<file path="src/rtl/lwl_ram.sv">
`timescale 1ns / 1ps
// ----------------------------------------------------------------------------
// lwl_ram
// Simple dual-port synchronous RAM: one write port, one read port with
// registered read data.
// ----------------------------------------------------------------------------
module lwl_ram #(
  parameter int WIDTH  = 8,
  parameter int ADDR_W = 4
) (
  input  logic              clk,
  input  logic              we,
  input  logic [ADDR_W-1:0] waddr,
  input  logic [WIDTH-1:0]  wdata,
  input  logic              re,
  input  logic [ADDR_W-1:0] raddr,
  output logic [WIDTH-1:0]  rdata
);

  localparam int DEPTH = 1 << ADDR_W;

  logic [WIDTH-1:0] mem [0:DEPTH-1];

  // Write port.
  always_ff @(posedge clk) begin
    if (we) begin
      mem[waddr] <= wdata;
    end
  end

  // Read port, registered read data.
  always_ff @(posedge clk) begin
    if (re) begin
      rdata <= mem[raddr];
    end
  end

endmodule

</file>
<file path="config.mk">
export PLATFORM = sky130hd
export DESIGN_NAME = lwl_ram
export DESIGN_NICKNAME = d
export VERILOG_FILES = /design/src/rtl/lwl_ram.sv
export SDC_FILE = /design/constraint.sdc
export NUM_CORES = 1
export LEC_CHECK = 0
export BUFFER_PORTS_ARGS = -buffer_cell sky130_fd_sc_hd__buf_4
export CAP_MARGIN = 25
export CORE_ASPECT_RATIO = 2
export CORE_UTILIZATION = 62
export DETAILED_ROUTE_END_ITERATION = 10
export PLACE_DENSITY = 0.85
export SLEW_MARGIN = 15
export SYNTH_ARGS = -nofsm -noshare
export SYNTH_HDL_FRONTEND = slang
export SYNTH_SLANG_ARGS = --single-unit
</file>
<file path="constraint.sdc">
create_clock -name clk -period 2.4 [get_ports clk]
set_input_delay 0.12 -clock clk [delete_from_list [all_inputs] [get_ports clk]]
set_output_delay 0.12 -clock clk [all_outputs]
set_load 0.01 [all_outputs]
</file>
# Word level (Yosys, flattened, before mapping)
# Memories as Yosys holds them, arrays and structs flattened. A register that Yosys moved wholly into a read port is not among the register bits.
# Cells that the tools add are included.
[totals]
reg_bits = 0
latchBits = 0
mem_bits_rw = 128
rom_bits = 0
inputBits = 19
output_inout_bits = 8
wordCells = 3
mem_count = 1
[mem_list]
columns = ["name", "depth", "word_bits", "rd", "rd_ports_with_merged_regs", "write_ports", "line", "text"]
rows = [
  ["mem", 16, 8, 1, 1, 1, "22", "logic [WIDTH-1:0] mem [0:DEPTH-1];"],
]
[op_classes]
add_sub_neg = 0
mul = 0
n_div = 0
magnitude_cmp = 0
n_eq_ne = 0
n_shift = 0
n_mux = 2
bitwise_logic = 0
n_reduce_logical = 0
[ops]
columns = ["cell", "count"]
rows = [
  ["two-way mux 1 bit", 2],
]

# Longest topological paths before layout
# Gate-level depths: netlist (run 1).
[depth]
depth_word = 2
ltp_mapped = 5
mapped_depth_nobuf = 3

# Least setup slack after synthesis (run 1)
# Ideal clock, no wire load.
[synth_timing]
path_type = "input port to flip-flop"
startpoint = "input port waddr[2]"
endpoint = "memory mem[0][0] (enable)"
setup_time_ps = 383
arrival_ps = 1230
required_ps = 2017
setup_slack_ps = 787
path_stages = 2
n_path_buf = 0
path_cell_list = "or3b_2 -> nor3_1"
[synth_rtl]
columns = ["element", "line", "text"]
rows = [
  ["from (decl)", "13", "input logic [ADDR_W-1:0] waddr,"],
  ["to (decl)", "22", ""],
]
# Straight into the memory's write port.

==> results.ini, run 1 <==
[worst_setup_path]
end_kind = register
arrival_ns = 1.79
required_ns = 2.55
rr_startpoint = mem[0][3]
crit_chain = mux4_1 > a22oi_1 > nand2_1
crit_type = register to register
slowest_delay_ns = 0.55
r2r_cells = 3
path_max_fanout = 1
crit_path_start_kind = register
slowest_stage = mux4_1
r2r_setup_slack_ns = 0.76
worstReg2RegEnd = rdata[3]

[detailed_routing]
vias_per_cell = 6.42
drt_iter0_markers = 223
drt_first_pass_iters = 4
drc = 0
met2_length_mm = 6.30
met1_length_mm = 3.32
highest_layer = met4
wl_met3_um = 539
wl_mm = 10.3
wire_per_inst_um = 26.6
via_count = 2490
postRouteAntennaNets = 0

[finish]
fill_cells = 472
diodes = 0
syn2layout_area_growth_pct = 16.9
drive_gt1_frac = 0.290
nets = 297

[cts]
cts_tree = built
root_buffer = clkbuf_16
path_clk_slew_ns = 0.06
htree_levels = 4
cts_buffers = 17
cts_setup_buffers = 0
insertion_delay_ns = 0.41
cts_resized = 0
clkSinkCount = 136
clockBufferDepth = 2
cts_hold_buf = 0

[synthesis]
synth_top_area_cell = edfxtp_1
yosysMostFrequentCell = edfxtp_1
synth_top_area_frac = 0.781
yosysWarningCount = 0
syn_inst = 229
ys_seq_elements = 136
synth_fp_nets = 248
synthesis.area_mm2 = 0.00523
ys_top_cells_by_count = 136 x edfxtp_1, 18 x mux4_2, 16 x a22oi_1
ys.flop_type = edfxtp_1
synth_edf_count = 136
synth_seq_area_share = 0.781
synth_cell_types = 18
syn_avg_cell_area_um2 = 22.8
async_flop_share = 0
synth.area.top_cells = edfxtp_1 78%, mux4_2 7.8%, mux4_1 7.0%

[sta]
tightest_slew_ns = 0.848
rsz0062_at_grt = false
drv_slew = 0
timing.final.crit_share = 0.683
slew_headroom = 0.432
holdWs_ns = 0.00867
clock_skew_ns = 0.0131
min_period_ns = 1.64
fin_setup_tns_ns = 0
fmax_mhz = 610
setup_viol = 0
hold_viol_final = 0

[floorplanning]
fp.coreArea_mm2 = 0.00823
fp-row-count = 47
dieArea_mm2 = 0.00883
die_y_um = 132
ios = 27
die_width_um = 66.9
initial_core_util = 0.635

[power]
p_int_mw = 4.29
comb_power_share = 0.047
seqPwrFrac = 0.505
p_per_area_mw_per_mm2 = 873
power_leakage_nw = 2.07
vdd.ir_drop.worst_uv = 874
power_frac_clock = 0.448
p_switching_mw = 1.04
switching_share = 0.195

[global_route]
grt_pass1_wl_mm = 15.8
grt.overflow.total = 0
grt_pass1_vias = 2775
grtUsageTotal = 0.275
grt_antenna_before_repair = 0
grt_max_degree = 33

[worst_hold_path]
hold_path_class = input pin to register
min_from = re
hold_depth = 1
holdPathEnd = rdata[6]

[status]
status = finished clean

[run]
drv_cap = 0

[placement]
portBuffers = 26
place.gp.congestion = 0.830
hpwl_mm = 6.39

flip-flops by register name (all words and copies together), names as in the netlist:
register  cells
mem         128
rdata         8
layout by cell type (no fill, tap or decap):
cell type / count
clkinv_2: 4
nand3_1: 1
nand2_1: 9
nor3_1: 4
and2_1: 1
mux4_2: 18
clkbuf_1: 3
nor2_1: 13
mux4_1: 14
clkinv_4: 1
bufinv_16: 2
edfxtp_1: 136
nand2b_1: 2
and2b_1: 1
a22oi_1: 16
nor2b_1: 1
buf_4: 40
nand3b_1: 2
or3b_2: 1
clkbuf_16: 17
clkinvlp_4: 1
clkinv_1: 3
per-stage QoR:
stage                     power (mW)  worst slack, ns   util  cells  area, um^2
after floorplan                 2.88            0.787      -    229        5230
after global placement          2.97            0.597  0.676    357        5560
after detailed placement        2.99            0.513  0.676    357        5560
after CTS                       5.36            0.771  0.742    388        6110
after global routing            5.48            0.753  0.742    388        6110
final                           5.33            0.762  0.742    388        6110
worst max-delay path by stage:
stage              start         to
5_1_grt        mem[0][3]   rdata[3]
6_report       mem[0][3]   rdata[3]
3_3_place_gp    raddr[0]   rdata[1]
2_1_floorplan   waddr[2]  mem[0][0]
4_1_cts        mem[0][3]   rdata[3]
3_5_place_dp    raddr[0]   rdata[1]
cell families (layout without fill, tap and decap cells):
family / count (synthesis) / in the layout / synth area share
flip-flops: 136 / 136 / 0.781
AND/OR/NAND/NOR: 35 / 35 / 0.0314
multiplexers: 32 / 32 / 0.148
AO/OA/AOI/OAI: 16 / 16 / 0.0230
buffers and inverters: 10 / 71 / 0.0165
layer usage:
layer,up-vias,GRT usage
met5,-,0
met3,15,0.0657
met2,117,0.457
li1,1080,-
met4,0,0.167
met1,1278,0.311
power groups by stage:
stage | registers [mW] | clock network, mW | logic (mW)
after detailed placement | 2.74 | 0 | 0.248
after global placement | 2.74 | 0 | 0.235
after CTS | 2.69 | 2.41 | 0.254
final | 2.69 | 2.39 | 0.251
after global routing | 2.70 | 2.51 | 0.272
after floorplan | 2.74 | 0 | 0.135
critical path, delay by kind of cell, from the launching register on:
family | cells | cell delay (ns)
multiplexers | 1 | 0.55
flip-flops | 1 | 0.46
AO/OA/AOI/OAI | 1 | 0.27
AND/OR/NAND/NOR | 1 | 0.09
cell type report:
| class | count | area [um^2] | area share |
|---|---|---|---|
| clock buffer | 20 | 437 | 0.0715 |
| clock inverter | 11 | 108 | 0.0176 |
| multi-input combinational | 83 | 1060 | 0.173 |
| sequential | 136 | 4080 | 0.669 |
| tap | 98 | 123 | 0.0201 |
| timing repair buffer | 40 | 300 | 0.0492 |
Note: power is estimated with default switching activity, not from simulation.
==> inputs of run 2 (changes only) <==
--- a/config.mk
+++ b/config.mk
@@ -8,9 +8,9 @@
 export BUFFER_PORTS_ARGS = -buffer_cell sky130_fd_sc_hd__buf_4
 export CAP_MARGIN = 25
 export CORE_ASPECT_RATIO = 2
-export CORE_UTILIZATION = 62
+export CORE_UTILIZATION = 60
 export DETAILED_ROUTE_END_ITERATION = 10
-export PLACE_DENSITY = 0.85
+export PLACE_DENSITY = 0.82
 export SLEW_MARGIN = 15
 export SYNTH_ARGS = -nofsm -noshare
 export SYNTH_HDL_FRONTEND = slang
==> constraint.sdc (replaced) <==
create_clock -name clk -period 1.7 [get_ports clk]
set_input_delay 0.085 -clock clk [delete_from_list [all_inputs] [get_ports clk]]
set_output_delay 0.085 -clock clk [all_outputs]
set_load 0.01 [all_outputs]
==> run 2 against run 1 <==
Against the previous run:
- via count increased by 4.3%
- worst setup slack got worse by 0.63 ns
- non-clock buffer count increased by 19
- power increased by 47%
- die area increased by 3.3%
- critical path depth unchanged
- core utilization increased by 2.1 points
- clock skew decreased by 0.0079 ns
- largest power group unchanged
- clock-buffer cell count decreased by 2
- critical path type unchanged
- highest routed layer unchanged
==> results.ini, run 2 (synthesis gave the netlist of run 1 again) <==
[finish]
syn2layout_area_growth_pct = 21.9
top_regs = mem x128, rdata x8
final_common_cell = edfxtp_1
largest_reg_flops = 128  ; unchanged
stdcell_count = 408  ; +5.2%
top_register = mem
diodes = 0  ; unchanged
nets = 316  ; +6.4%
layout_common_cells = 136 x edfxtp_1, 47 x buf_4, 18 x mux4_2, 17 x clkbuf_16, 16 x a22oi_1
drive_gt1_frac = 0.319  ; +0.0297

[sta]
fin_setup_tns_ns = 0  ; unchanged
timing.final.crit_share = 0.921  ; +0.239
tightest_slew_ns = 0.409  ; -0.439 ns
slew_headroom = 0.727  ; +0.295
hold_viol_final = 0  ; unchanged
drv_slew = 0  ; unchanged
clock_skew_ns = 0.00522  ; -0.00786 ns
rsz0062_at_grt = false
setup_viol = 0  ; unchanged
fmax_mhz = 638  ; +4.6%
min_period_ns = 1.57  ; -0.0716 ns

[status]
status = finished clean

[detailed_routing]
wire_per_inst_um = 26.4  ; -0.65%
postRouteAntennaNets = 0  ; unchanged
wl_mm = 10.8  ; +4.5%
drc = 0  ; unchanged
vias_per_cell = 6.37  ; -0.82%
via_count = 2597  ; +4.3%
drt_first_pass_iters = 4  ; unchanged
drt_iter0_markers = 233  ; +4.5%

[worst_setup_path]
cp_num_buf_inv = 0  ; unchanged
crit_chain = mux4_1 > a22oi_1 > nand2_1
crit_path_start_kind = register
path_delay_family = multiplexers
end_kind = register
slowest_stage = mux4_1
path_max_fanout = 1  ; unchanged
required_ns = 1.86  ; -0.69 ns
slowest_delay_ns = 0.59  ; +0.04 ns
crit_type = register to register
arrival_ns = 1.73  ; -0.06 ns

[cts]
root_buffer = clkbuf_16
cts_tree = built
clkSinkCount = 136  ; unchanged
path_clk_slew_ns = 0.06  ; about the same
insertion_delay_ns = 0.41  ; about the same
cts_buffers = 17  ; unchanged
clockBufferDepth = 2  ; unchanged
cts_resized = 0  ; unchanged
htree_levels = 4  ; unchanged

[global_route]
grt.overflow.total = 0  ; unchanged
grtUsageTotal = 0.268  ; -0.00736
grt_pass1_vias = 2783  ; +0.29%
grt_max_degree = 22  ; -33%
grt_antenna_before_repair = 0  ; unchanged
grt_pass1_wl_mm = 16.0  ; +1.2%

[power]
power_leakage_nw = 2.19  ; +5.5%
comb_power_share = 0.051  ; +0.004
switching_share = 0.202  ; +0.00644
power_frac_clock = 0.465  ; +0.017
p_per_area_mw_per_mm2 = 1230  ; +41%
vdd.ir_drop.worst_uv = 1260  ; +44%
p_switching_mw = 1.58  ; +52%
p_int_mw = 6.28  ; +46%
seqPwrFrac = 0.484  ; -0.021

[placement]
dp.cells = 367  ; +2.8%
hpwl_mm = 6.49  ; +1.5%
place.gp.congestion = 0.778  ; -6.3%
portBuffers = 26  ; unchanged

[floorplanning]
fp.coreArea_mm2 = 0.00835  ; +1.4%
fp-row-count = 47  ; unchanged
die_y_um = 134  ; +1.6%
dieArea_mm2 = 0.00911  ; +3.3%
ios = 27  ; unchanged
die_width_um = 68  ; +1.6%
initial_core_util = 0.626  ; -0.00894

[worst_hold_path]
hold_path_class = input pin to register

[run]
drv_cap = 0  ; unchanged

-- run 2: changes by cell type in the layout (fill, tap and decap cells not counted), sizes merged --
cell	before	now
buf	40	50
dlygate4sd3	0	9
clkinvlp	1	5
clkinv	8	5
clkbuf	20	18
bufinv	2	3
inv	0	1
-- run 2: routing by layer --
layer / track usage / routed length (um)
met1: 0.318 / 3860
met2: 0.452 / 6230
met3: 0.0663 / 544
met4: 0.110 / 149
met5: 0 / 0
-- run 2: final timing paths --
kind	to	start	cells past startpoint	slack (ns)
max	rdata[5]	mem[1][5]	3	0.13
min	mem[4][7]	waddr[0]	3	0.18
min reg2reg	rdata[2]	mem[10][2]	3	0.78
max reg2reg	rdata[5]	mem[1][5]	3	0.13
-- run 2: final cells by class --
cell class	instances	area [um^2]
flip-flops and latches	136	4080
fillers	453	1980
multi-input cells	83	1060
repair buffers	59	503
clock buffers	18	429
clock inverters	14	175
well taps	98	123
-- run 2: repair_timing --
item / 4_1_cts / 5_1_grt
endpoints found under the hold margin: 127 / 0
buffers inserted: 0 / 0
hold buffers: 9 / 0
-- run 2: power by group through the flow --
| stage | Clock, mW | Sequential, mW | Combinational (mW) |
|---|---|---|---|
| global placement | 0 | 3.86 | 0.362 |
| finish | 3.66 | 3.80 | 0.401 |
| CTS | 3.68 | 3.80 | 0.403 |
| detailed placement | 0 | 3.87 | 0.377 |
| global route | 3.81 | 3.81 | 0.427 |
| floorplan | 0 | 3.87 | 0.191 |
-- run 2: per-stage QoR --
stage | setup slack, ns | area, um^2 | power (mW) | hold WS [ns] | utilization
final | 0.134 | 6370 | 7.86 | 0.182 | 0.763
after CTS | 0.129 | 6370 | 7.89 | 0.164 | 0.763
after global routing | 0.129 | 6370 | 8.04 | 0.188 | 0.763
after global placement | 0.170 | 5680 | 4.23 | 0.378 | 0.680
after floorplan | 0.122 | 5230 | 4.06 | 0.184 | -
after detailed placement | 0.0922 | 5680 | 4.25 | 0.392 | 0.680
-- run 2: worst reg2reg max path, delay by kind of cell (launching register included) --
family | cells | cell delay (ns)
AO/OA/AOI/OAI | 1 | 0.25
multiplexers | 1 | 0.59
AND/OR/NAND/NOR | 1 | 0.08
flip-flops | 1 | 0.40
==> inputs of run 3 (changes only) <==
--- a/config.mk
+++ b/config.mk
@@ -6,11 +6,10 @@
 export NUM_CORES = 1
 export LEC_CHECK = 0
 export BUFFER_PORTS_ARGS = -buffer_cell sky130_fd_sc_hd__buf_4
-export CAP_MARGIN = 25
 export CORE_ASPECT_RATIO = 2
 export CORE_UTILIZATION = 60
 export DETAILED_ROUTE_END_ITERATION = 10
-export PLACE_DENSITY = 0.82
+export PLACE_DENSITY = 0.88
 export SLEW_MARGIN = 15
 export SYNTH_ARGS = -nofsm -noshare
 export SYNTH_HDL_FRONTEND = slang
==> run 3 against run 2 <==
Against the previous run:
- combinational power about the same
- non-clock buffer count decreased by 2
- die area unchanged
- largest power group unchanged
==> results.ini, run 3 (synthesis gave the netlist of run 1 again) <==
[floorplanning]
fp-row-count = 47  ; unchanged
ios = 27  ; unchanged
dieArea_mm2 = 0.00911  ; unchanged
die_y_um = 134  ; unchanged
die_width_um = 68  ; unchanged
fp.coreArea_mm2 = 0.00835  ; unchanged
initial_core_util = 0.626  ; unchanged

[sta]
clock_skew_ns = 0.00553  ; +0.000312 ns
drv_slew = 0  ; unchanged
min_period_ns = 1.62  ; +0.0518 ns
timing.final.crit_share = 0.952  ; +0.0305
setup_viol = 0  ; unchanged
rsz0062_at_grt = false
slew_headroom = 0.574  ; -0.153
fmax_mhz = 618  ; -3.2%
hold_viol_final = 0  ; unchanged
tightest_slew_ns = 0.638  ; +0.229 ns
fin_setup_tns_ns = 0  ; unchanged

[global_route]
grt_pass1_vias = 2753  ; -1.1%
grt.overflow.total = 0  ; unchanged
grt_antenna_before_repair = 0  ; unchanged
grt_pass1_wl_mm = 16.2  ; +1.3%
grtUsageTotal = 0.279  ; +0.0116
grt_max_degree = 18  ; -18%

[detailed_routing]
drc = 0  ; unchanged
vias_per_cell = 6.52  ; +2.5%
drt_iter0_markers = 226  ; -3.0%
met1_length_mm = 3.87  ; +0.26%
postRouteAntennaNets = 0  ; unchanged
met2_length_mm = 5.89  ; -5.5%
wl_met3_um = 793  ; +46%
wl_mm = 11.0  ; +2.0%
wire_per_inst_um = 27.1  ; +2.5%
highest_layer = met4
via_count = 2648  ; +2.0%
drt_first_pass_iters = 5  ; +1

[placement]
hpwl_mm = 6.99  ; +7.7%
portBuffers = 26  ; unchanged
place.gp.congestion = 0.793  ; +1.9%
dp.cells = 368  ; +0.27%

[worst_setup_path]
required_ns = 1.85  ; about the same
r2r_cells = 3  ; unchanged
arrival_ns = 1.77  ; +0.04 ns
end_kind = register
crit_path_start_kind = register
path_max_fanout = 1  ; unchanged
r2r_setup_slack_ns = 0.08  ; -0.05 ns
worstReg2RegEnd = rdata[3]
crit_type = register to register
rr_startpoint = mem[9][3]

[worst_hold_path]
min_from = wdata[1]
holdPathEnd = mem[2][1]
hold_depth = 1  ; -2
hold_path_class = input pin to register

[cts]
cts_tree = built
cts_resized = 0  ; unchanged
clkSinkCount = 136  ; unchanged
clockBufferDepth = 2  ; unchanged
cts_hold_buf = 6  ; -3
htree_levels = 4  ; unchanged
cts_buffers = 17  ; unchanged
insertion_delay_ns = 0.41  ; about the same
cts_setup_buffers = 0  ; unchanged
root_buffer = clkbuf_16
path_clk_slew_ns = 0.05  ; about the same

[finish]
syn2layout_area_growth_pct = 21.1
top_register = mem
largest_reg_flops = 128  ; unchanged
final_common_cell = edfxtp_1
nets = 314  ; -0.63%
diodes = 0  ; unchanged
stdcell_count = 406  ; -0.49%
layout_common_cells = 136 x edfxtp_1, 49 x buf_4, 18 x mux4_2, 17 x clkbuf_16, 16 x a22oi_1
top_regs = mem x128, rdata x8
drive_gt1_frac = 0.308  ; -0.0109

[status]
status = finished clean

[run]
drv_cap = 0  ; unchanged

[power]
p_per_area_mw_per_mm2 = 1250  ; +1.0%
power_leakage_nw = 2.18  ; -0.28%
vdd.ir_drop.worst_uv = 1410  ; +12%

run 3: cell count changes in the layout (fill, tap and decap cells not counted), moves of 2 or more:
cell	change
buf_4	+2
dlygate4sd3_1	-3
clkinvlp_4	-3
clkbuf_1	+5
clkinv_4	-4
clkinv_2	+2
run 3: area by class of cell:
type / count / area, um^2
multi-input cells: 83 / 1060
fillers: 450 / 2020
repair buffers: 57 / 468
clock buffers: 23 / 448
flip-flops and latches: 136 / 4080
clock inverters: 9 / 149
well taps: 98 / 123
run 3: how the worst max path moves through the flow:
| stage | from | to | slack, ns | cells after the start |
|---|---|---|---|---|
| 4_1_cts | mem[9][3] | rdata[3] | 0.09 | 3 |
| 3_3_place_gp | raddr[0] | rdata[1] | 0.14 | 5 |
| 6_report | mem[9][3] | rdata[3] | 0.08 | 3 |
| 3_5_place_dp | raddr[0] | rdata[3] | 0.09 | 5 |
| 5_1_grt | mem[9][3] | rdata[3] | 0.06 | 3 |
| 2_1_floorplan | waddr[2] | mem[0][0] | 0.12 | 2 |
run 3: report_power, final:
part           leakage [nW]  total, mW  switching, mW  internal, mW
sequential             1.24       3.80         0.0222          3.78
clock                 0.283       3.69           1.25          2.44
combinational         0.661      0.402          0.218         0.184
run 3: routing by layer:
metal / GRT usage / vias up
met4: 0.163 / 0
met1: 0.344 / 1336
met2: 0.435 / 163
met3: 0.0748 / 38
li1: - / 1111
met5: 0 / -
run 3: worst max-delay path: stages (launching register included):
cell and delay (ns):
edfxtp_1 0.39, mux4_1 0.59, a22oi_1 0.27, nand2_1 0.11
run 3: through the flow:
step | hold slack, ns | area, um^2 | util | power [mW] | setup slack (ns)
global route | 0.00829 | 6330 | 0.758 | 8.09 | 0.0646
detailed placement | 0.389 | 5670 | 0.679 | 4.25 | 0.0863
global placement | 0.383 | 5670 | 0.679 | 4.23 | 0.139
CTS | 0.00399 | 6330 | 0.758 | 7.93 | 0.0890
floorplan | 0.184 | 5230 | - | 4.06 | 0.122
finish | 0.0177 | 6330 | 0.758 | 7.89 | 0.0818
