<file path="src/rtl/lwl_pkg.sv">
`timescale 1ns / 1ps
// ----------------------------------------------------------------------------
// lwl_pkg
// Shared sizes, operation and error codes, sequencer states and memory
// request types for the literal watch list table.
// ----------------------------------------------------------------------------
package lwl_pkg;

  // Table dimensions.
  localparam int MAX_VARIABLES      = 256;
  localparam int LIST_DEPTH         = 16;
  localparam int CONSTRAINT_ID_BITS = 16;

  localparam int NUM_LISTS = 2 * MAX_VARIABLES;
  localparam int LIST_W    = $clog2(NUM_LISTS);
  localparam int POS_W     = $clog2(LIST_DEPTH);
  localparam int LEN_W     = $clog2(LIST_DEPTH + 1);
  localparam int ENT_AW    = LIST_W + POS_W;
  localparam int WEIGHT_W  = 32;
  localparam int ENT_W     = CONSTRAINT_ID_BITS + WEIGHT_W;

  // Fixed widths of the word fields.
  localparam int OP_W   = 3;
  localparam int VAR_W  = 8;
  localparam int CID_W  = 16;
  localparam int POSF_W = 4;
  localparam int LENF_W = 5;
  localparam int ERR_W  = 2;
  localparam int CFG_W  = 9;

  localparam logic [CFG_W-1:0] VARS_RESET = CFG_W'(256);

  typedef logic [OP_W-1:0]  op_t;
  typedef logic [ERR_W-1:0] err_t;

  // Operation codes.
  localparam op_t OP_ADD        = 3'd0;
  localparam op_t OP_REMOVE_ID  = 3'd1;
  localparam op_t OP_REMOVE_POS = 3'd2;
  localparam op_t OP_CLEAR      = 3'd3;
  localparam op_t OP_QUERY      = 3'd4;
  localparam op_t OP_READ       = 3'd5;

  // Error codes.
  localparam err_t ERR_OK    = 2'd0;
  localparam err_t ERR_RANGE = 2'd1;
  localparam err_t ERR_FULL  = 2'd2;
  localparam err_t ERR_POS   = 2'd3;

  // Sequencer states.
  typedef enum logic [2:0] {
    ST_CLEAR,
    ST_IDLE,
    ST_LEN,
    ST_SCAN,
    ST_MOVE,
    ST_READ,
    ST_RESP
  } state_t;

  // Request to the length memory.
  typedef struct packed {
    logic              we;
    logic [LIST_W-1:0] waddr;
    logic [LEN_W-1:0]  wdata;
    logic              re;
    logic [LIST_W-1:0] raddr;
  } len_req_t;

  // Request to the entry memory.
  typedef struct packed {
    logic              we;
    logic [ENT_AW-1:0] waddr;
    logic [ENT_W-1:0]  wdata;
    logic              re;
    logic [ENT_AW-1:0] raddr;
  } ent_req_t;

endpackage

</file>
<file path="src/rtl/lwl_if.sv">
`timescale 1ns / 1ps
// ----------------------------------------------------------------------------
// lwl_if
// Valid/ready channels of the literal watch list table: operation words,
// result words and configuration writes.
// ----------------------------------------------------------------------------

// Operation word channel.
interface lwl_in_if;
  logic                         valid;
  logic                         ready;
  logic [lwl_pkg::OP_W-1:0]     operation;
  logic [lwl_pkg::VAR_W-1:0]    variable;
  logic                         negative;
  logic [lwl_pkg::CID_W-1:0]    constraint_id;
  logic signed [31:0]           weight;
  logic [lwl_pkg::POSF_W-1:0]   position;

  modport source (output valid, operation, variable, negative, constraint_id, weight,
                  position, input ready);
  modport sink (input valid, operation, variable, negative, constraint_id, weight,
                position, output ready);
endinterface

// Result word channel.
interface lwl_out_if;
  logic                         valid;
  logic                         ready;
  logic                         found;
  logic [lwl_pkg::ERR_W-1:0]    error;
  logic [lwl_pkg::LENF_W-1:0]   length;
  logic [lwl_pkg::CID_W-1:0]    out_constraint_id;
  logic signed [31:0]           out_weight;
  logic [lwl_pkg::POSF_W-1:0]   match_position;

  modport source (output valid, found, error, length, out_constraint_id, out_weight,
                  match_position, input ready);
  modport sink (input valid, found, error, length, out_constraint_id, out_weight,
                match_position, output ready);
endinterface

// Configuration write channel.
interface lwl_cfg_if;
  logic                         valid;
  logic                         ready;
  logic [lwl_pkg::CFG_W-1:0]    data;

  modport source (output valid, data, input ready);
  modport sink (input valid, data, output ready);
endinterface

</file>
<file path="src/rtl/lwl_seq.sv">
`timescale 1ns / 1ps
// ----------------------------------------------------------------------------
// lwl_seq
// Operation sequencer: reads the list length, scans or reads entries one
// per cycle, writes back entries and lengths, and holds the result word.
// ----------------------------------------------------------------------------
module lwl_seq (
  input  logic                              clk,
  input  logic                              rst_n,
  lwl_in_if.sink                            in_word,
  lwl_out_if.source                         out_word,
  lwl_cfg_if.sink                           cfg_word,
  output lwl_pkg::len_req_t                 len_req,
  input  logic [lwl_pkg::LEN_W-1:0]         len_rdata,
  output lwl_pkg::ent_req_t                 ent_req,
  input  logic [lwl_pkg::ENT_W-1:0]         ent_rdata
);

  import lwl_pkg::*;

  state_t state_r, state_nxt;

  logic [CFG_W-1:0]              vars_r;
  logic [LIST_W-1:0]             clr_r;

  // Latched operation word.
  op_t                           op_r;
  logic [LIST_W-1:0]             li_r;
  logic [CONSTRAINT_ID_BITS-1:0] id_r;
  logic [WEIGHT_W-1:0]           weight_r;
  logic [POSF_W-1:0]             pos_r;

  logic [LEN_W-1:0]              len_r;
  logic [POS_W-1:0]              idx_r;

  // Pending result.
  logic                          res_found_r;
  err_t                          res_err_r;
  logic [LEN_W-1:0]              res_len_r;
  logic [CID_W-1:0]              res_cid_r;
  logic [WEIGHT_W-1:0]           res_w_r;
  logic [POS_W-1:0]              res_mpos_r;

  // Output register.
  logic                          out_valid_r;
  logic                          out_found_r;
  err_t                          out_err_r;
  logic [LENF_W-1:0]             out_len_r;
  logic [CID_W-1:0]              out_cid_r;
  logic [WEIGHT_W-1:0]           out_w_r;
  logic [POSF_W-1:0]             out_mpos_r;

  logic                          in_fire;
  logic [31:0]                   limit;
  logic                          out_of_range;
  logic [LIST_W-1:0]             in_li;
  logic                          full;
  logic                          pos_bad;
  logic [POS_W-1:0]              fetched_last;
  logic [POS_W-1:0]              scan_last;
  logic                          scan_at_last;
  logic                          hit;
  logic                          is_remove;
  logic                          resp_load;

  // Handshake and decode of the incoming word.
  assign in_word.ready = (state_r == ST_IDLE);
  assign cfg_word.ready = 1'b1;
  assign in_fire = in_word.valid && in_word.ready;

  assign limit = (32'(vars_r) > 32'(MAX_VARIABLES)) ? 32'(MAX_VARIABLES) : 32'(vars_r);
  assign out_of_range = 32'(in_word.variable) >= limit;
  assign in_li = LIST_W'({in_word.variable, in_word.negative});

  // Checks on the length just read.
  assign full = 32'(len_rdata) >= 32'(LIST_DEPTH);
  assign pos_bad = (32'(pos_r) >= 32'(len_rdata)) || (32'(pos_r) >= 32'(LIST_DEPTH));
  assign fetched_last = POS_W'(len_rdata - 1'b1);

  // Scan compare on the entry just read.
  assign scan_last = POS_W'(len_r - 1'b1);
  assign scan_at_last = (idx_r == scan_last);
  assign hit = (ent_rdata[ENT_W-1 -: CONSTRAINT_ID_BITS] == id_r);
  assign is_remove = (op_r == OP_REMOVE_ID);

  assign resp_load = (state_r == ST_RESP) && (!out_valid_r || out_word.ready);

  // Next state.
  always_comb begin
    state_nxt = state_r;
    case (state_r)
      ST_CLEAR: begin
        if (32'(clr_r) == NUM_LISTS - 1) state_nxt = ST_IDLE;
      end
      ST_IDLE: begin
        if (in_fire) state_nxt = out_of_range ? ST_RESP : ST_LEN;
      end
      ST_LEN: begin
        case (op_r)
          OP_REMOVE_ID, OP_QUERY: begin
            state_nxt = (len_rdata == '0) ? ST_RESP : ST_SCAN;
          end
          OP_REMOVE_POS: begin
            state_nxt = pos_bad ? ST_RESP : ST_MOVE;
          end
          OP_READ: begin
            state_nxt = pos_bad ? ST_RESP : ST_READ;
          end
          default: begin
            state_nxt = ST_RESP;
          end
        endcase
      end
      ST_SCAN: begin
        if (hit) begin
          state_nxt = (is_remove && !scan_at_last) ? ST_MOVE : ST_RESP;
        end else if (scan_at_last) begin
          state_nxt = ST_RESP;
        end
      end
      ST_MOVE: state_nxt = ST_RESP;
      ST_READ: state_nxt = ST_RESP;
      ST_RESP: begin
        if (resp_load) state_nxt = ST_IDLE;
      end
      default: state_nxt = ST_IDLE;
    endcase
  end

  // Memory requests.
  always_comb begin
    len_req = '0;
    ent_req = '0;
    case (state_r)
      ST_CLEAR: begin
        len_req.we    = 1'b1;
        len_req.waddr = clr_r;
        len_req.wdata = '0;
      end
      ST_IDLE: begin
        len_req.re    = in_fire;
        len_req.raddr = in_li;
      end
      ST_LEN: begin
        len_req.waddr = li_r;
        case (op_r)
          OP_ADD: begin
            len_req.we    = !full;
            len_req.wdata = LEN_W'(len_rdata + 1'b1);
            ent_req.we    = !full;
            ent_req.waddr = {li_r, POS_W'(len_rdata)};
            ent_req.wdata = {id_r, weight_r};
          end
          OP_CLEAR: begin
            len_req.we    = 1'b1;
            len_req.wdata = '0;
          end
          OP_REMOVE_ID, OP_QUERY: begin
            ent_req.re    = (len_rdata != '0);
            ent_req.raddr = {li_r, POS_W'(0)};
          end
          OP_REMOVE_POS: begin
            ent_req.re    = !pos_bad;
            ent_req.raddr = {li_r, fetched_last};
          end
          OP_READ: begin
            ent_req.re    = !pos_bad;
            ent_req.raddr = {li_r, POS_W'(pos_r)};
          end
          default: begin
            len_req.we = 1'b0;
          end
        endcase
      end
      ST_SCAN: begin
        len_req.waddr = li_r;
        len_req.wdata = LEN_W'(len_r - 1'b1);
        if (hit) begin
          // A remove that matches the last entry shortens the list without a move.
          len_req.we    = is_remove && scan_at_last;
          ent_req.re    = is_remove && !scan_at_last;
          ent_req.raddr = {li_r, scan_last};
        end else begin
          ent_req.re    = !scan_at_last;
          ent_req.raddr = {li_r, POS_W'(idx_r + 1'b1)};
        end
      end
      ST_MOVE: begin
        // The last entry fills the hole.
        len_req.we    = 1'b1;
        len_req.waddr = li_r;
        len_req.wdata = LEN_W'(len_r - 1'b1);
        ent_req.we    = 1'b1;
        ent_req.waddr = {li_r, idx_r};
        ent_req.wdata = ent_rdata;
      end
      default: begin
        len_req.we = 1'b0;
      end
    endcase
  end

  // Control registers.
  always_ff @(posedge clk) begin
    if (!rst_n) begin
      state_r     <= ST_CLEAR;
      vars_r      <= VARS_RESET;
      clr_r       <= '0;
      out_valid_r <= 1'b0;
    end else begin
      state_r <= state_nxt;
      if (cfg_word.valid && cfg_word.ready) vars_r <= cfg_word.data;
      if (state_r == ST_CLEAR) clr_r <= LIST_W'(clr_r + 1'b1);
      if (resp_load) begin
        out_valid_r <= 1'b1;
      end else if (out_word.ready) begin
        out_valid_r <= 1'b0;
      end
    end
  end

  // Operation word, scan index and result registers.
  always_ff @(posedge clk) begin
    case (state_r)
      ST_IDLE: begin
        if (in_fire) begin
          op_r        <= in_word.operation;
          li_r        <= in_li;
          id_r        <= CONSTRAINT_ID_BITS'(in_word.constraint_id);
          weight_r    <= in_word.weight;
          pos_r       <= in_word.position;
          res_found_r <= 1'b0;
          res_err_r   <= ERR_RANGE;
          res_len_r   <= '0;
          res_cid_r   <= '0;
          res_w_r     <= '0;
          res_mpos_r  <= '0;
        end
      end
      ST_LEN: begin
        len_r       <= len_rdata;
        idx_r       <= '0;
        res_err_r   <= ERR_OK;
        res_len_r   <= len_rdata;
        case (op_r)
          OP_ADD: begin
            if (full) begin
              res_err_r <= ERR_FULL;
            end else begin
              res_len_r <= LEN_W'(len_rdata + 1'b1);
            end
          end
          OP_CLEAR: begin
            res_len_r <= '0;
          end
          OP_REMOVE_POS: begin
            idx_r <= POS_W'(pos_r);
            if (pos_bad) begin
              res_err_r <= ERR_POS;
            end else begin
              res_len_r <= LEN_W'(len_rdata - 1'b1);
            end
          end
          OP_READ: begin
            if (pos_bad) res_err_r <= ERR_POS;
          end
          default: begin
            res_err_r <= ERR_OK;
          end
        endcase
      end
      ST_SCAN: begin
        if (hit) begin
          res_found_r <= 1'b1;
          res_mpos_r  <= idx_r;
          if (is_remove) res_len_r <= LEN_W'(len_r - 1'b1);
        end else begin
          idx_r <= POS_W'(idx_r + 1'b1);
        end
      end
      ST_READ: begin
        res_cid_r <= CID_W'(ent_rdata[ENT_W-1 -: CONSTRAINT_ID_BITS]);
        res_w_r   <= ent_rdata[WEIGHT_W-1:0];
      end
      default: begin
        res_mpos_r <= res_mpos_r;
      end
    endcase
  end

  // Result word register.
  always_ff @(posedge clk) begin
    if (resp_load) begin
      out_found_r <= res_found_r;
      out_err_r   <= res_err_r;
      out_len_r   <= LENF_W'(res_len_r);
      out_cid_r   <= res_cid_r;
      out_w_r     <= res_w_r;
      out_mpos_r  <= POSF_W'(res_mpos_r);
    end
  end

  assign out_word.valid             = out_valid_r;
  assign out_word.found             = out_found_r;
  assign out_word.error             = out_err_r;
  assign out_word.length            = out_len_r;
  assign out_word.out_constraint_id = out_cid_r;
  assign out_word.out_weight        = out_w_r;
  assign out_word.match_position    = out_mpos_r;

endmodule

</file>
<file path="src/flat_wrapper.sv">
// flat-port wrapper written by rule: the top's interface ports become plain ports
module lwl_seq_flat import lwl_pkg::*;
  (clk, rst_n, len_req, len_rdata, ent_req, ent_rdata, in_word_valid, in_word_operation, in_word_variable, in_word_negative, in_word_constraint_id, in_word_weight, in_word_position, in_word_ready, out_word_valid, out_word_found, out_word_error, out_word_length, out_word_out_constraint_id, out_word_out_weight, out_word_match_position, out_word_ready, cfg_word_valid, cfg_word_data, cfg_word_ready);
  lwl_in_if in_word_i ();
  lwl_out_if out_word_i ();
  lwl_cfg_if cfg_word_i ();
  input  logic clk;
  input  logic rst_n;
  output lwl_pkg::len_req_t len_req;
  input  logic [lwl_pkg::LEN_W-1:0] len_rdata;
  output lwl_pkg::ent_req_t ent_req;
  input  logic [lwl_pkg::ENT_W-1:0] ent_rdata;
  input wire logic [$bits(in_word_i.valid)-1:0] in_word_valid;
  input wire logic [$bits(in_word_i.operation)-1:0] in_word_operation;
  input wire logic [$bits(in_word_i.variable)-1:0] in_word_variable;
  input wire logic [$bits(in_word_i.negative)-1:0] in_word_negative;
  input wire logic [$bits(in_word_i.constraint_id)-1:0] in_word_constraint_id;
  input wire logic [$bits(in_word_i.weight)-1:0] in_word_weight;
  input wire logic [$bits(in_word_i.position)-1:0] in_word_position;
  output wire logic [$bits(in_word_i.ready)-1:0] in_word_ready;
  output wire logic [$bits(out_word_i.valid)-1:0] out_word_valid;
  output wire logic [$bits(out_word_i.found)-1:0] out_word_found;
  output wire logic [$bits(out_word_i.error)-1:0] out_word_error;
  output wire logic [$bits(out_word_i.length)-1:0] out_word_length;
  output wire logic [$bits(out_word_i.out_constraint_id)-1:0] out_word_out_constraint_id;
  output wire logic [$bits(out_word_i.out_weight)-1:0] out_word_out_weight;
  output wire logic [$bits(out_word_i.match_position)-1:0] out_word_match_position;
  input wire logic [$bits(out_word_i.ready)-1:0] out_word_ready;
  input wire logic [$bits(cfg_word_i.valid)-1:0] cfg_word_valid;
  input wire logic [$bits(cfg_word_i.data)-1:0] cfg_word_data;
  output wire logic [$bits(cfg_word_i.ready)-1:0] cfg_word_ready;
  assign in_word_i.valid = in_word_valid;
  assign in_word_i.operation = in_word_operation;
  assign in_word_i.variable = in_word_variable;
  assign in_word_i.negative = in_word_negative;
  assign in_word_i.constraint_id = in_word_constraint_id;
  assign in_word_i.weight = in_word_weight;
  assign in_word_i.position = in_word_position;
  assign in_word_ready = in_word_i.ready;
  assign out_word_valid = out_word_i.valid;
  assign out_word_found = out_word_i.found;
  assign out_word_error = out_word_i.error;
  assign out_word_length = out_word_i.length;
  assign out_word_out_constraint_id = out_word_i.out_constraint_id;
  assign out_word_out_weight = out_word_i.out_weight;
  assign out_word_match_position = out_word_i.match_position;
  assign out_word_i.ready = out_word_ready;
  assign cfg_word_i.valid = cfg_word_valid;
  assign cfg_word_i.data = cfg_word_data;
  assign cfg_word_ready = cfg_word_i.ready;
  lwl_seq u_core (.clk(clk), .rst_n(rst_n), .in_word(in_word_i), .out_word(out_word_i), .cfg_word(cfg_word_i), .len_req(len_req), .len_rdata(len_rdata), .ent_req(ent_req), .ent_rdata(ent_rdata));
endmodule
</file>
<file path="config.mk">
export PLATFORM = sky130hd
export DESIGN_NAME = lwl_seq_flat
export DESIGN_NICKNAME = d
export VERILOG_FILES = /design/src/rtl/lwl_pkg.sv /design/src/rtl/lwl_if.sv /design/src/rtl/lwl_seq.sv /design/src/flat_wrapper.sv
export SDC_FILE = /design/constraint.sdc
export NUM_CORES = 1
export LEC_CHECK = 0
export BUFFER_PORTS_ARGS = -buffer_cell sky130_fd_sc_hd__buf_2
export CELL_PAD_IN_SITES_DETAIL_PLACEMENT = 1
export CELL_PAD_IN_SITES_GLOBAL_PLACEMENT = 2
export CORE_MARGIN = 1
export CORE_UTILIZATION = 25
export CTS_BUF_LIST = sky130_fd_sc_hd__clkbuf_16
export DETAILED_ROUTE_END_ITERATION = 7
export GPL_ROUTABILITY_DRIVEN = 1
export PLACE_DENSITY_LB_ADDON = 0.08
export SLEW_MARGIN = 20
export SYNTH_ARGS = -nofsm -noshare
export SYNTH_HDL_FRONTEND = slang
export SYNTH_SLANG_ARGS = --single-unit
</file>
<file path="constraint.sdc">
create_clock -name clk -period 6.6 [get_ports clk]
set_input_delay 1.32 -clock clk [delete_from_list [all_inputs] [get_ports clk]]
set_output_delay 1.32 -clock clk [all_outputs]
set_load 0.005 [all_outputs]
</file>
# After elaboration in Yosys (flattened, before gate mapping)
# Index checks and enable logic that the tools add are counted.
# W data, S select, Z words.
[word_totals] register_bits=215 in_bits=131 wordCells=135
[classes] mux=51 n_eq_ne=21 reduce_logical=31 add_sub_neg=5 order_cmp=4
[op_table] op="$pmux W62 S2" count=1
[op_table] op="$pmux W14 S3" count=2
[op_table] op="$pmux W32 S2" count=1
[op_table] op="$mux W62" count=1
[op_table] op="$ge A8 B32 Y1" count=1
[op_table] op="$mux W32" count=1
[op_table] op="$pmux W16 S2" count=1
[op_table] op="$mux W5" count=6
[op_table] op="$pmux W5 S3" count=2
[op_table] op="$pmux W14 S2" count=1
[op_table] op="$mux W3" count=7
[op_table] op="$pmux W3 S6" count=1
[op_table] op="$eq A16 B16 Y1" count=1
[op_table] op="$mux W16" count=1
[op_table] op="$mux W4" count=4
[op_table] op="$pmux W4 S2" count=2
[op_table] op="$eq A3 B3 Y1 const B" count=5
[op_table] op="$mux W14" count=1
[op_table] op="$eq A3 B2 Y1 const B" count=4
[op_table] op="$mux W2" count=6
[op_table] op="$mux W10" count=1
[op_table] op="$reduce_bool A2 Y1" count=5
[op_table] op="$reduce_or A2 Y1" count=5
[op_table] op="$sub A5 B1 Y5 const B" count=2
[op_table] op="28 further kinds" count=50

# Longest topological paths before layout
# Gate-level depths: netlist of the first run.
[logic_depth] depth_word=7 depth_mapped=9 depth_no_buf=9

# Worst setup path before layout of the first run
# OpenSTA, ideal clock, no wires.
[synth_timing] path_type="in2reg" start="in out_word_ready" end="reg u_core.out_err_r[0], in the netlist u_core.out_word.error[0], enable pin" setup_slack_ps=581 arrival_ps=5467 setup_time_ps=552 n_path_buf=0 stages=2 path_cell_list="nor2b_1 > nor3_1"
[synth_between] elab_chain_len=2
[synth_lines] item="start, declared" line_no="flat_wrapper.sv:28" text="input wire logic [$bits(out_word_i.ready)-1:0] out_word_ready;"
[synth_lines] item="$logic_or A1 B1 Y1" line_no="lwl_seq.sv:86" text="assign resp_load = (state_r == ST_RESP) && (!out_valid_r || out_word.ready);"
[synth_lines] item="$logic_and A1 B1 Y1" line_no="lwl_seq.sv:86"
[synth_lines] item="named net u_core.resp_load" line_no="lwl_seq.sv:64" text="logic resp_load;"
[synth_lines] item="end signal, assigned" line_no="lwl_seq.sv:295" text="out_err_r <= res_err_r;"
[synth_lines] item="end, declared" line_no="lwl_seq.sv:47" text="err_t out_err_r;"
# The timed path passes the listed nets, and every way through them passes these cells.
# A chain may end at the register's enable or synchronous reset.

==> results of run 1 <==
==> per-layer routing <==
metal | global-route usage [%] | vias to the layer above
met5 | 0 | -
met4 | 4.269 | 0
met3 | 3.291 | 44
met2 | 25.40 | 187
met1 | 20.36 | 3287
li1 | - | 3312
==> cell usage after synthesis, types with 5 or more instances <==
| cell type | count | area, um^2 |
|---|---|---|
| a211oi_1 | 6 | 45.04 |
| a21oi_1 | 15 | 75.07 |
| a22o_1 | 49 | 429.2 |
| a31oi_1 | 5 | 31.28 |
| and2_1 | 71 | 444.2 |
| and3_1 | 8 | 50.05 |
| buf_2 | 21 | 105.1 |
| clkbuf_1 | 17 | 63.81 |
| dfxtp_1 | 22 | 440.4 |
| edfxtp_1 | 193 | 5796 |
| ha_1 | 18 | 225.2 |
| inv_1 | 13 | 48.80 |
| inv_2 | 5 | 18.77 |
| mux2i_1 | 19 | 190.2 |
| nand2_1 | 40 | 150.1 |
| nand2b_1 | 12 | 75.07 |
| nand3_1 | 8 | 40.04 |
| nor2_1 | 16 | 60.06 |
| nor2b_1 | 22 | 137.6 |
| nor3_1 | 10 | 50.05 |
| nor4_1 | 8 | 50.05 |
| o21ai_0 | 22 | 110.1 |
| o21ai_1 | 12 | 60.06 |
| o22ai_1 | 8 | 50.05 |
| xnor2_1 | 15 | 131.4 |
| xor2_1 | 20 | 175.2 |
==> layout make-up <==
type,instances,area [um^2],area share (%)
clock buffer,27,675.6,5.403
clock inverter,20,95.09,0.7604
inverter,19,72.57,0.5803
multi-input combinational,452,3246,25.95
sequential,215,6236,49.87
tap,511,639.4,5.113
timing repair buffer,303,1541,12.33
==> kinds of logic after synthesis <==
| family | after synthesis | share of synthesized area (%) |
|---|---|---|
| xor gates and xnor gates | 36 | 3.378 |
| AOI/OAI and AO/OA | 150 | 11.25 |
| buffers and inverters | 61 | 2.852 |
| other | 1 | 0.03850 |
| and+or+nand+nor | 224 | 13.65 |
| muxes | 23 | 2.492 |
| adders and majority gates | 18 | 2.312 |
| DFF | 215 | 64.02 |
==> critical path, stage by stage <==
cell	delay, ns
buf_2	0.12
xor2_1	0.14
nor4_1	0.45
nand4_1	0.24
buf_4	0.26
mux2_2	0.28
a211oi_1	0.23
buf_2	0.16
==> stage by stage <==
| stage | area, um^2 | instances | power (W) | worst slack [ns] | util [%] |
|---|---|---|---|---|---|
| after floorplan | 9741 | 728 | 0.002485 | 0.5807 | - |
| after global placement | 11740 | 1500 | 0.003018 | 2.033 | 30.86 |
| after detailed placement | 11740 | 1500 | 0.003019 | 2.004 | 30.86 |
| after CTS | 12510 | 1547 | 0.004360 | 1.977 | 32.89 |
| after global routing | 12510 | 1547 | 0.004513 | 1.855 | 32.89 |
| final | 12510 | 1547 | 0.004256 | 2.075 | 32.89 |
==> worst paths after layout <==
check,startpoint,to,cells after the start
setup / recovery,ent_rdata[35],ent_req[0],8
hold / removal,u_core.res_w_r[4],u_core.out_word.out_weight[4],0
setup reg to reg,u_core.state_r[2],u_core.weight_r[3],4
hold reg to reg,u_core.res_w_r[4],u_core.out_word.out_weight[4],0
==> where the power goes <==
part | internal [W] | switching [W]
Combinational | 0.000435 | 0.000679
Sequential | 0.00172 | 0.000110
Clock | 0.000736 | 0.000577
Total | 0.00289 | 0.00137
==> state kept, by name (all words and copies together), names as in the netlist, 3 cells and up <==
name                               count
u_core.op_r                            3
u_core.out_word.length                 5
u_core.res_len_r                       5
u_core.vars_r                          9
u_core.clr_r                           9
u_core.res_mpos_r                      4
u_core.out_word.match_position         4
u_core.pos_r                           4
u_core.id_r                           16
u_core.len_r                           5
u_core.idx_r                           4
u_core.out_word.out_constraint_id     16
u_core.li_r                            9
u_core.res_cid_r                      16
u_core.res_w_r                        32
u_core.weight_r                       32
u_core.out_word.out_weight            32
u_core.state_r                         3
==> flow_summary.json, run 1 <==
{
  "drv.max_cap_violation_count": 0,
  "setup_buffers_after_cts": 0,
  "worst-endpoint-required_ns": 5.28,
  "layout.cells.most_common": "buf_2",
  "clk_pin_slew_worst_paths_ns": 0.05,
  "power.density_cell_area_mw_per_mm2": 340.3,
  "start_util_pct": 25.62,
  "grt_setup_unrepaired": "no",
  "die_h_um": 199.4,
  "routed.top_layer": "met4",
  "total_vias_in_the_final_route": 6830,
  "n_antenna_cell": 0,
  "sinks_on_clock_net": 215,
  "achievable-frequency_mhz": 221.0,
  "fin_tns_setup_ns": 0,
  "met2_wirelength_mm": 15.06,
  "ys_ff_latch": 215,
  "wirelength_met1_mm": 14.34,
  "postSynth.asyncResetShare_pct": 0,
  "numCtsBuffers": 27,
  "critical_path.max_fanout": 12,
  "io_buffer_count": 293,
  "clock-skew-final_ns": 0.01427,
  "core_area_mm2": 0.03802,
  "end_kind": "primary output",
  "post_dr_vias_cell": 4.415,
  "synth_cell_type_count": 74,
  "final.fill_count": 4244,
  "layout-drive-gt1-share_pct": 35.23,
  "clock_insertion_delay_worst_skew_ns": 0.56,
  "ctsLongestPathBuffers": 3,
  "synth_ff_type": "edfxtp_1",
  "grt_pass1_wl_mm": 45.26,
  "commonest_cells_after_routing_fill_and_taps_aside": "buf_2, edfxtp_1, and2_1",
  "cts_tree": "built",
  "synth_nets": 877,
  "post_cts_hold_buffer_count": 0,
  "synthesis.yosys.warnings": 0,
  "cts-root-buf": "clkbuf_16",
  "avgSynthCellArea_um2": 13.38,
  "floorplan.die.width_um": 199.4,
  "max-slew-margin-rel_pct": 42.82,
  "floorplan.rows": 71,
  "timing_worst_slew_pin_value_ns": 0.8539,
  "leakagePower_nw": 5.023,
  "cts.htree.levels": 1,
  "detailedRoute.firstIterationViolations": 313,
  "layout-area-overhead-vs-synth_pct": 28.39,
  "design.die.area_mm2": 0.03976,
  "place_congestion": 0.8044,
  "hpwlAfterDp_mm": 23.24,
  "vias_in_the_first_global_route": 6878,
  "yosysSeqAreaShare_pct": 64.02,
  "run_status": "complete, no violations",
  "routed_wl_mm": 31.92,
  "post_synth_instance_area_mm2": 0.009741,
  "globalRoute.totalOverflow": 0,
  "number_of_antenna_violations_at_the_first_check_in_global_routing": 0,
  "drc": 0,
  "reg2reg_setup_slack_ns": 3.37,
  "final_hold_viol_count": 0,
  "post_drt_wl_per_cell_um": 20.63,
  "final_net_count": 1167,
  "worst-setup-path-type": "in2out",
  "critical_path_arrival_ns": 3.21,
  "slew_violations": 0,
  "power.ir.vdd_worst_v": 0.0002212,
  "postRouteAntennaNets": 0,
  "post_synth_edffs": 193,
  "min_period_ns": 4.525,
  "synthesis.instances": 728,
  "wl_met3_mm": 1.762,
  "worstHoldPathType": "reg2reg",
  "worstSetupStartpointType": "input port",
  "final_min_period_over_clock_period_pct": 68.56,
  "grt_util_all_layers_pct": 15.42,
  "drt-pass1-iter-count": 4,
  "grt_max_degree": 61,
  "setup_viol": 0,
  "hold_slack_ns": 0.4088,
  "boundaryPins": 295,
  "cts_repair_resize_count": 0
}
(Power assumes the default switching activity.)
==> inputs of run 2 (changes only) <==
--- a/config.mk
+++ b/config.mk
@@ -5,6 +5,7 @@
 export SDC_FILE = /design/constraint.sdc
 export NUM_CORES = 1
 export LEC_CHECK = 0
+export ABC_AREA = 1
 export BUFFER_PORTS_ARGS = -buffer_cell sky130_fd_sc_hd__buf_2
 export CELL_PAD_IN_SITES_DETAIL_PLACEMENT = 1
 export CELL_PAD_IN_SITES_GLOBAL_PLACEMENT = 2
==> constraint.sdc (replaced) <==
create_clock -name clk -period 4.35 [get_ports clk]
set_input_delay 0.87 -clock clk [delete_from_list [all_inputs] [get_ports clk]]
set_output_delay 0.87 -clock clk [all_outputs]
set_load 0.005 [all_outputs]
==> flow_summary.json, run 2 <==
{
  "run_status": "complete, no violations",
  "setup_buffers_after_cts": 0,
  "yosys.area.top_type_share_pct": 60.89,
  "final_design_instance_area_without_fill_mm2": 0.01244,
  "worst-setup-path-type": "in2out",
  "placedInstanceArea_mm2": 0.01162,
  "number_of_antenna_violations_at_the_first_check_in_global_routing": 1,
  "cts_repair_resize_count": 0,
  "final.fill_count": 4337,
  "globalRoute.totalOverflow": 0,
  "power_w": 0.006291,
  "slew_violations": 0,
  "io_buffer_count": 293,
  "final_min_period_over_clock_period_pct": 81.32,
  "die_h_um": 197.1,
  "synthesis.instances": 905,
  "synth_ff_type": "edfxtp_1",
  "clock-skew-final_ns": 0.01287,
  "fin_tns_setup_ns": 0,
  "layout-drive-gt1-share_pct": 29.27,
  "synth_nets": 1054,
  "cts-root-buf": "clkbuf_16",
  "worstSetupStartpointType": "input port",
  "yosysSeqAreaShare_pct": 65.52,
  "finalNonFillerCells": 1741,
  "postSynth.asyncResetShare_pct": 0,
  "post_dr_vias_cell": 4.248,
  "post-synth-top-area-cell": "edfxtp_1",
  "combinational_family_with_the_most_area_after_synthesis": "simple AND/OR/NAND/NOR gates",
  "cts_tree": "built",
  "post_synth_edffs": 193,
  "post_drt_wl_per_cell_um": 17.75,
  "achievable-frequency_mhz": 282.7,
  "final_net_count": 1359,
  "netlist_top_cells_count": "edfxtp_1, nand2_1, inv_1",
  "design.die.area_mm2": 0.03886,
  "synthTopCellsByArea": "edfxtp_1, nand2_1, inv_1",
  "clk_pin_slew_worst_paths_ns": 0.06,
  "synth.area.mux_share_pct": 0,
  "clock_insertion_delay_worst_skew_ns": 0.52,
  "drv.max_cap_violation_count": 0,
  "post_synth_adder_cell_area_pct": 2.366,
  "min_period_ns": 3.537,
  "setup_viol": 0,
  "grt_setup_unrepaired": "no",
  "post_synth_xor_area_fraction_pct": 0.7362,
  "layout.cells.most_common": "buf_2",
  "critical_path_arrival_ns": 2.67,
  "hpwlAfterDp_mm": 22.85,
  "synth_cell_type_count": 46,
  "critical_path.max_fanout": 8,
  "numPlacedInstances": 1693,
  "grt_pass1_wl_mm": 46.72,
  "power.density_cell_area_mw_per_mm2": 505.7,
  "routed_wl_mm": 30.91,
  "synthesis.yosys.warnings": 0,
  "cts.htree.levels": 1,
  "post_cts_hold_buffer_count": 0,
  "end_kind": "primary output",
  "floorplan.die.width_um": 197.1,
  "floorplan.rows": 71,
  "place_congestion": 0.8093,
  "final_hold_viol_count": 0,
  "hold-path-cell-count": 0,
  "ys_ff_latch": 215,
  "drt-pass1-iter-count": 4,
  "synth_simple_gate_area_share_pct": 15.17,
  "vias_in_the_first_global_route": 7758,
  "timing_worst_slew_pin_value_ns": 0.7586,
  "detailedRoute.firstIterationViolations": 299,
  "power.ir.vdd_worst_v": 0.0002320,
  "sinks_on_clock_net": 215,
  "max-slew-margin-rel_pct": 49.35,
  "n_antenna_cell": 0,
  "hold_slack_ns": 0.4092,
  "postRouteAntennaNets": 0,
  "post_synth_instance_area_mm2": 0.009518,
  "synth-compound-area-share_pct": 9.268,
  "rr_worst_depth": 5,
  "synth.most_common_cell": "edfxtp_1",
  "commonest_cells_after_routing_fill_and_taps_aside": "buf_2, edfxtp_1, nand2_1",
  "grt_util_all_layers_pct": 15.76,
  "leakagePower_nw": 5.550,
  "drc": 0,
  "worstHoldPathType": "reg2reg",
  "layout-area-overhead-vs-synth_pct": 30.70,
  "boundaryPins": 295,
  "worst-endpoint-required_ns": 3.48,
  "ctsLongestPathBuffers": 3,
  "core_area_mm2": 0.03758,
  "total_vias_in_the_final_route": 7395,
  "start_util_pct": 25.33,
  "avgSynthCellArea_um2": 10.52,
  "grt_max_degree": 65,
  "numCtsBuffers": 26
}
-- run 2: changes by cell type in the layout (fill, tap and decap cells not counted), moves of 11 or more --
cell and change:
inv_1 +120, o22ai_1 +24, nand2_1 +116, nand2b_1 -11
a22o_1 -49, mux2i_1 -19, xor2_1 -14, xnor2_1 -13
nor2b_1 -22, and2_1 -70, nand3_1 +16, nor2_1 +113
o21ai_0 +53
-- run 2: stage by stage --
stage / setup WS [ns] / util [%]
2_1_floorplan: 0.4473 / -
4_1_cts: 0.7853 / 33.10
3_5_place_dp: 0.8073 / 30.93
6_report: 0.8126 / 33.10
3_3_place_gp: 0.8856 / 30.93
5_1_grt: 0.5026 / 33.10
-- run 2: path summary, 6_finish.rpt --
path	start	slack, ns	to
max	len_rdata[3]	0.81	ent_req[13]
min	u_core.res_w_r[24]	0.41	u_core.out_word.out_weight[24]
max reg2reg	u_core.state_r[0]	1.71	u_core.res_cid_r[6]
min reg2reg	u_core.res_w_r[24]	0.41	u_core.out_word.out_weight[24]
-- run 2: cell families after synthesis --
logic type	after synthesis
other	1
xor gates and xnor gates	8
buffers and inverters	166
and+or+nand+nor	342
adders and majority gates	18
AOI/OAI and AO/OA	155
DFF	215
-- run 2: final cells by class --
class,instances,area (um^2),area share [%]
Timing Repair Buffer,301,1551,12.47
Clock inverter,20,117.6,0.9455
Clock buffer,28,700.7,5.633
Inverter,142,538.0,4.325
Multi-Input combinational cell,524,2656,21.35
Sequential cell,215,6236,50.13
Tap cell,511,639.4,5.140
-- run 2: routing by layer --
metal	routed length, um	up-vias	GRT usage, %	part of all wire [%]
li1	-	3663	-	-
met1	14120	3504	20.71	46
met2	14590	194	26.72	47
met3	1786	32	3.398	5.8
met4	404	2	2.929	1.3
met5	13	-	0	0.042
-- run 2: critical path, stage by stage --
cell and delay [ns]:
buf_2 0.10, clkinv_1 0.21, ha_1 0.37, inv_1 0.05
nor2_1 0.04, a21oi_1 0.19, nand2_1 0.19, o21ai_0 0.26
o21ai_0 0.10, o21ai_0 0.12, buf_2 0.16
-- run 2: power by group --
| part | leakage [nW] | internal [W] | switching [W] |
|---|---|---|---|
| combinational | 3.18 | 0.000472 | 0.000960 |
| clock | 0.424 | 0.00121 | 0.000858 |
| sequential | 1.95 | 0.00265 | 0.000135 |
==> inputs of run 3 (changes only) <==
==> constraint.sdc (replaced) <==
create_clock -name clk -period 3.7 [get_ports clk]
set_input_delay 0.74 -clock clk [delete_from_list [all_inputs] [get_ports clk]]
set_output_delay 0.74 -clock clk [all_outputs]
set_load 0.005 [all_outputs]
==> flow_summary.json, run 3 (synthesized netlist as in run 2, its figures left out) <==
{
  "final_hold_viol_count": 0,
  "end_kind": "primary output",
  "post_cts_hold_buffer_count": 0,
  "drc": 0,
  "clk_pin_slew_worst_paths_ns": 0.06,
  "final.fill_count": 4363,
  "cts_repair_resize_count": 0,
  "run_status": "complete, no violations",
  "fin_tns_setup_ns": 0,
  "sinks_on_clock_net": 215,
  "vias_in_the_first_global_route": 7685,
  "drv.max_cap_violation_count": 0,
  "io_buffer_count": 293,
  "ctsLongestPathBuffers": 3,
  "grt_util_all_layers_pct": 15.85,
  "floorplan.rows": 71,
  "globalRoute.totalOverflow": 0,
  "min_period_ns": 3.333,
  "reg2reg_setup_slack_ns": 1.10,
  "drt-pass1-iter-count": 6,
  "boundaryPins": 295,
  "finalNonFillerCells": 1743,
  "setup_viol": 0,
  "power.ir.vdd_worst_v": 0.0003263,
  "core_area_mm2": 0.03758,
  "place_congestion": 0.8129,
  "clock-skew-final_ns": 0.007838,
  "grt_pass1_wl_mm": 46.66,
  "grt_setup_unrepaired": "no",
  "postRouteAntennaNets": 0,
  "layout.cells.most_common": "buf_2",
  "total_vias_in_the_final_route": 7440,
  "cts_tree": "built",
  "floorplan.die.width_um": 197.1,
  "setup_buffers_after_cts": 0,
  "post_dr_vias_cell": 4.269,
  "routed_wl_mm": 31.23,
  "slew_violations": 0,
  "cts-root-buf": "clkbuf_16",
  "layout-drive-gt1-share_pct": 29.49,
  "worstHoldPathType": "in2reg",
  "area_of_combinational_cells_with_multiple_inputs_mm2": 0.002656,
  "fin_ws_ns": 0.3670,
  "detailedRoute.firstIterationViolations": 234,
  "numPlacedInstances": 1694,
  "worst-setup-path-type": "in2out",
  "worstSetupStartpointType": "input port",
  "number_of_antenna_violations_at_the_first_check_in_global_routing": 1,
  "max-slew-margin-rel_pct": 48.91,
  "final_min_period_over_clock_period_pct": 90.08,
  "hpwlAfterDp_mm": 22.96,
  "start_util_pct": 25.33,
  "commonest_cells_after_routing_fill_and_taps_aside": "buf_2, edfxtp_1, nand2_1",
  "layout-area-overhead-vs-synth_pct": 30.62,
  "post_drt_wl_per_cell_um": 17.92,
  "grt_max_degree": 65,
  "clock_insertion_delay_worst_skew_ns": 0.54,
  "dp_worst_setup_slack_ns": 0.3683,
  "critical_path_arrival_ns": 2.59,
  "layout.area.seq_mm2": 0.006236,
  "design.die.area_mm2": 0.03886,
  "timing_worst_slew_pin_value_ns": 0.7646,
  "cts.htree.levels": 1,
  "worst-endpoint-required_ns": 2.96,
  "final_net_count": 1360,
  "achievable-frequency_mhz": 300.0,
  "die_h_um": 197.1,
  "critical_path.max_fanout": 7,
  "leakagePower_nw": 5.545,
  "numCtsBuffers": 26,
  "power.density_cell_area_mw_per_mm2": 590.3
}
[run 3: cell type report]
class                           instances  area share, %
Clock inverter                         22          1.107
Sequential cell                       215          50.16
Clock buffer                           26          5.234
Multi-Input combinational cell        524          21.37
Antenna cell                            1        0.02013
Tap cell                              511          5.143
Timing Repair Buffer                  302          12.64
Inverter                              142          4.328
[run 3: where the power goes]
group          leakage, nW  internal (W)  switching, W
logic                 3.19      0.000559       0.00114
registers             1.95       0.00312      0.000153
clock network        0.411       0.00134       0.00102
[run 3: metrics by stage]
step	hold slack, ns	total power, W	area, um^2	utilization, %
floorplan	0.4003	0.004244	9523	-
global placement	0.4006	0.005069	11640	30.98
CTS	0.3439	0.007501	12430	33.08
global route	0.3485	0.007776	12430	33.08
finish	0.3788	0.007338	12430	33.08
detailed placement	0.4052	0.005074	11640	30.98
[run 3: metal layers]
metal,wire length [um],share of wire [%],track usage (%),vias up
li1,-,-,-,3662
met1,14320,46,20.70,3558
met2,14850,48,27.18,193
met3,1504,4.8,2.971,27
met4,554,1.8,3.388,0
met5,0,0,0,-
[run 3: critical path: stages]
cell     delay [ns]
buf_2          0.15
inv_1          0.14
ha_1           0.34
a21o_1         0.19
a21oi_1        0.16
nand2_1        0.20
o21ai_0        0.29
o21ai_0        0.10
o21ai_0        0.12
buf_2          0.16
[run 3: path summary, 6_finish.rpt]
check                                              end  cells after the start                start
setup / recovery                           ent_req[13]                     10         len_rdata[2]
hold / removal                     u_core.weight_r[17]                      1   in_word_weight[17]
setup reg to reg                   u_core.res_cid_r[3]                      5    u_core.state_r[0]
hold reg to reg   u_core.out_word.out_constraint_id[1]                      0  u_core.res_cid_r[1]
